--- src/huffman_bit_packer_unit_defines.svh ---
// ----------------------------------------------------------------------------
// huffman bit packer assertion macros
// shared assertion helpers for the packer rtl
// ----------------------------------------------------------------------------
`ifndef HUFFMAN_BIT_PACKER_UNIT_DEFINES_SVH
`define HUFFMAN_BIT_PACKER_UNIT_DEFINES_SVH

// checked only outside reset
`define HBP_ASSERT(lbl, prop, msg) \
  lbl: assert property (@(posedge clk) disable iff (rst) prop) else $error(msg);

// checked on every edge, reset included
`define HBP_ASSERT_ALWAYS(lbl, prop, msg) \
  lbl: assert property (@(posedge clk) prop) else $error(msg);

`endif

--- src/hbp_ram.sv ---
// ----------------------------------------------------------------------------
// hbp_ram
// generic ram, one write port and one registered read port
// ----------------------------------------------------------------------------
module hbp_ram #(
  parameter int WIDTH = 8,
  parameter int DEPTH = 256,
  parameter int AW    = (DEPTH > 1) ? $clog2(DEPTH) : 1
) (
  input  logic             clk,
  input  logic             we,
  input  logic [AW-1:0]    waddr,
  input  logic [WIDTH-1:0] wdata,
  input  logic [AW-1:0]    raddr,
  output logic [WIDTH-1:0] rdata
);

  logic [WIDTH-1:0] mem [DEPTH];

  always_ff @(posedge clk) begin
    if (we) begin
      mem[waddr] <= wdata;
    end
    rdata <= mem[raddr];
  end

endmodule

--- config.mk ---
export PLATFORM = sky130hd
export DESIGN_NAME = hbp_ram
export DESIGN_NICKNAME = d
export VERILOG_FILES = /design/src/huffman_bit_packer_unit_defines.svh /design/src/hbp_ram.sv
export SDC_FILE = /design/constraint.sdc
export NUM_CORES = 2
export LEC_CHECK = 0
export ABC_AREA = 1
export BUFFER_PORTS_ARGS = -buffer_cell sky130_fd_sc_hd__clkbuf_2
export CAP_MARGIN = 10
export CORE_MARGIN = 1.5
export CORE_UTILIZATION = 57
export DETAILED_ROUTE_END_ITERATION = 6
export MAX_ROUTING_LAYER = met4
export PLACE_DENSITY = 0.73
export SYNTH_ARGS = -nofsm -noshare
export SYNTH_HDL_FRONTEND = slang
export SYNTH_SLANG_ARGS = --single-unit
--- constraint.sdc ---
create_clock -name clk -period 1.7 [get_ports clk]
set_input_delay 0.17 -clock clk [delete_from_list [all_inputs] [get_ports clk]]
set_output_delay 0.17 -clock clk [all_outputs]
set_load 0.02 [all_outputs]
# Word level (Yosys, flattened, before mapping)
# Memories as Yosys holds them, arrays and structs flattened. A register that Yosys moved wholly into a read port is not among the register bits.
# Cells that the tools add are included.
# word_totals
register_bits	0
ram_bits	2048
in_bits	26
out_inout_bits	8
wordCells	3
mem_count	1
# op_classes
n_mux	2
# mem_list
memory	depth	width	rd	rd_clocked_by_memory_dff	wr	line_no	source
mem	256	8	1	1	1	hbp_ram.sv:18	logic [WIDTH-1:0] mem [DEPTH];
# op_table
operator	count
1-bit 2-to-1 mux	2

# Depth between registers and ports, before layout
# logic_depth
word_depth	2
ltp_mapped	15
depth_no_buf	11

# Worst setup path after synthesis
# No wires, ideal clock.
# synth_path
kind	in2reg
start	in we
end	mem mem[162][0] (enable)
setup_time_ps	370
t_arrival_ps	1291
required_time_ps	1330
setup_slack_ps	39
path_stages	4
n_path_buf	2
cell_sequence	clkbuf_1 -> nand3_1 -> clkbuf_1 -> nor2_1
# synth_via
elab_chain_len	2
# synth_rtl
item	line_no	source
from (decl)	hbp_ram.sv:11	input logic we,
1-bit 2-to-1 mux	hbp_ram.sv:21	if (we) begin
1-bit 2-to-1 mux (not written as such)	hbp_ram.sv:22	mem[waddr] <= wdata;
to (decl)	hbp_ram.sv:18	
# No other way between the ends.

==> summary.txt <==
Outcome - finished clean
Post-DP HPWL - 142200 um
Drt total wl - 229500 um
CTS clock-pin slew for the worst setup and hold paths - 0.06 ns
RSZ-0062 raised after global routing - yes
Initial Utilization - 57.36%
GR Util met2 - 47.73%
Internal reg-to-reg setup slack - 0.002 ns
Max_cap viols - 0
Sw Ratio - 22.66%
Initial antenna violation count - 10
Final Total Pwr - 105.3 mW
Pleak - 35.07 nW
Fmax - 589.1 MHz
Clock group share of total power - 39.9%
Gr ovfl total - 0
GR peak layer - met2
Yosys top cell by area - edfxtp_1
Layout cell share with drive strength beyond 1 - 13.97%
Final Hold Viols - 0
Pint - 81.45 mW
Setup violations, final - 0
Input/output buffers - 33
Total clock buffers created by CTS - 196
CTS tree - built
Ys async rst share - 0%
Worst setup path class - reg -> reg
Number of global-route vias before repair - 55460
Met3 Usage GRT - 6.454%
Most instantiated library cell after synthesis - nand2_1
Max_slew headroom - 33.33%
Mapped Avg Cell Area - 11.91 sq um
First-pass GRT wire length - 341000 um
Nets - 7472
R2r worst-path depth - 10
Tmin final - 1.698 ns
Tcrit/Tclk final - 99.85%
Routed Antenna Nets - 0
Gate power share - 7.0%
Startpoint Class - register
H-tree depth - 4
Via/cell ratio - 6.054
Starting DRC count in detailed routing - 8143
# DRC - 0
Synth warn - 0
R2r endpoint - rdata[1]
Pin slew with the least headroom to its limit - 0.9990 ns
Main area contributors after synthesis - edfxtp_1 74%, nand3_1 12%, nand2_1 9.6%
Die height - 385.5 um
CP endpoint kind - register
Via count - 57720
Hold EP - rdata[0]
# IOs - 34
First-pass DRT Iterations - 6
Sw Pwr - 23.86 mW
Share of the synthesized area in the top cell type - 73.74%
Deepest clock path buffer count - 3
Worst Hold Depth - 6
Dpl cells - 9155
Crit-path max FO - 2
CTS Sinks - 2056
Synth Cell Area - 83400 sq um
Met1 Track Usage GR - 43.17%
CP Data Arrival Time - 2.42 ns
Max-slew violations - 0
Post-synth top flop - edfxtp_1
Flops & latches, synth - 2056
Setup TNS - 0 ns
Peak supply drop - 0.9452 mV
Reg power frac - 53.1%
Post-synthesis sequential area ratio - 73.94%
Cell variety after synth - 14
Post-synth EDFFs - 2048
Start of the worst register-to-register path - mem[243][1]
GP Congestion - 0.9659
Hold wc startpoint - raddr[6]
Min-delay worst type - in -> reg
Syn nets - 7029
Pin count of the biggest net entering global routing - 87
Core area - 145400 sq um
Total Routing Usage GR - 31.89%
Row count - 140
Layout Cells excl Fill - 9533
Root Buffer - clkbuf_16
Chip Width - 385.5 um
Die Area - 148600 sq um
Worst EP required - 2.43 ns
PD cells - 1083 nW/um^2
Syn Inst Count - 7003
Wire per inst - 24.07 um
Post-CTS setup buffers - 0
Area Overhead vs Synth - 16.63%
Clk_skew - 0.04335 ns
Commonest cells in the netlist - 2123 x nand2_1, 2048 x edfxtp_1, 2019 x nand3_1
Clock latency on the worst-skew pair - 0.84 ns
[through the flow]
step	hold WS [ns]	instance area, sq um	util, %	setup WS (ns)
after floorplan	0.2689	83400	-	0.03853
after global placement	0.4763	90570	62.30	-0.7851
after detailed placement	0.4837	90570	62.30	-0.7672
after CTS	0.03048	96910	66.65	-0.008837
after global routing	0.07604	97250	66.89	-0.03093
final	0.09514	97260	66.90	0.002489
[logic make-up (layout without fill, tap and decap cells)]
family | Yosys count | count (layout) | synth area share (%)
buffers and inverters | 522 | 1121 | 3.119
flip-flops | 2056 | 2056 | 73.94
other | 0 | 14 | 0
AND/OR/NAND/NOR | 4425 | 4425 | 22.95
[sequential cells by signal, summed over array words and instances (netlist names)]
name / cells
mem: 2048
rdata: 8
[per-layer routing]
| metal | share of wire [%] | vias to the layer above |
|---|---|---|
| li1 | - | 25760 |
| met1 | 38 | 27890 |
| met2 | 46 | 3498 |
| met3 | 12 | 573 |
| met4 | 4.1 | 0 |
| met5 | 0 | - |
[cell type report]
cell class | count | area (sq um)
inverters | 39 | 180.2
clock buffers | 245 | 5162
fillers | 9964 | 48130
diodes | 14 | 35.03
flip-flops and latches | 2056 | 61660
multi-input cells | 4425 | 19550
clock inverters | 109 | 968.4
repair buffers | 728 | 7300
well taps | 1917 | 2399
[worst max path at each step]
stage	startpoint	end	slack, ns	cells after the start
floorplan	we	mem[162][0]	0.04	4
global placement	raddr[0]	rdata[2]	-0.79	15
detailed placement	raddr[0]	rdata[2]	-0.77	13
CTS	mem[189][1]	rdata[1]	-0.009	10
global route	mem[217][1]	rdata[1]	-0.03	11
finish	mem[243][1]	rdata[1]	0.002	10
[timing repair]
item / in CTS / in global routing
cloned: 0 / 0
hold endpoints to repair: 1447 / 0
endpoints found under the setup margin: 12 / 8
resized for setup: 25 / 60
hold buffers: 10 / 0
pin swaps: 0 / 4
[power by group through the flow]
stage	Combinational [mW]	Sequential (mW)	Clock, mW
after CTS	7.18	55.9	42.2
final	7.40	55.9	42.0
after floorplan	3.45	57.0	0
after detailed placement	7.08	57.0	0
after global routing	7.87	55.9	44.1
after global placement	6.95	57.0	0
[worst max-delay path, cell delays in order (launching register included)]
cell	delay, ns
edfxtp_1	0.37
nand2_1	0.08
nand3_1	0.10
nand3_1	0.10
nand3_1	0.17
nand3_1	0.15
nand3_2	0.19
nand3_1	0.13
nand2_1	0.09
nand2_2	0.13
nand2_1	0.07
[cell usage in the layout (no fill, tap or decap), types with 5 or more instances in the layout]
cell	netlist	routed
nand2_2	0	5
clkinv_1	0	42
nand3_2	0	51
clkinv_8	0	5
clkbuf_16	0	199
nand2_1	2123	2118
clkinv_2	0	37
bufinv_16	0	12
clkbuf_1	112	45
diode_2	0	14
nand3_1	2019	1956
edfxtp_1	2048	2048
buf_8	1	11
buf_12	0	142
dlygate4sd3_1	0	10
clkbuf_2	0	19
nor2_1	283	283
nand3_4	0	12
buf_4	46	544
inv_1	36	34
No activity file was read; power rests on OpenSTA's default activity.
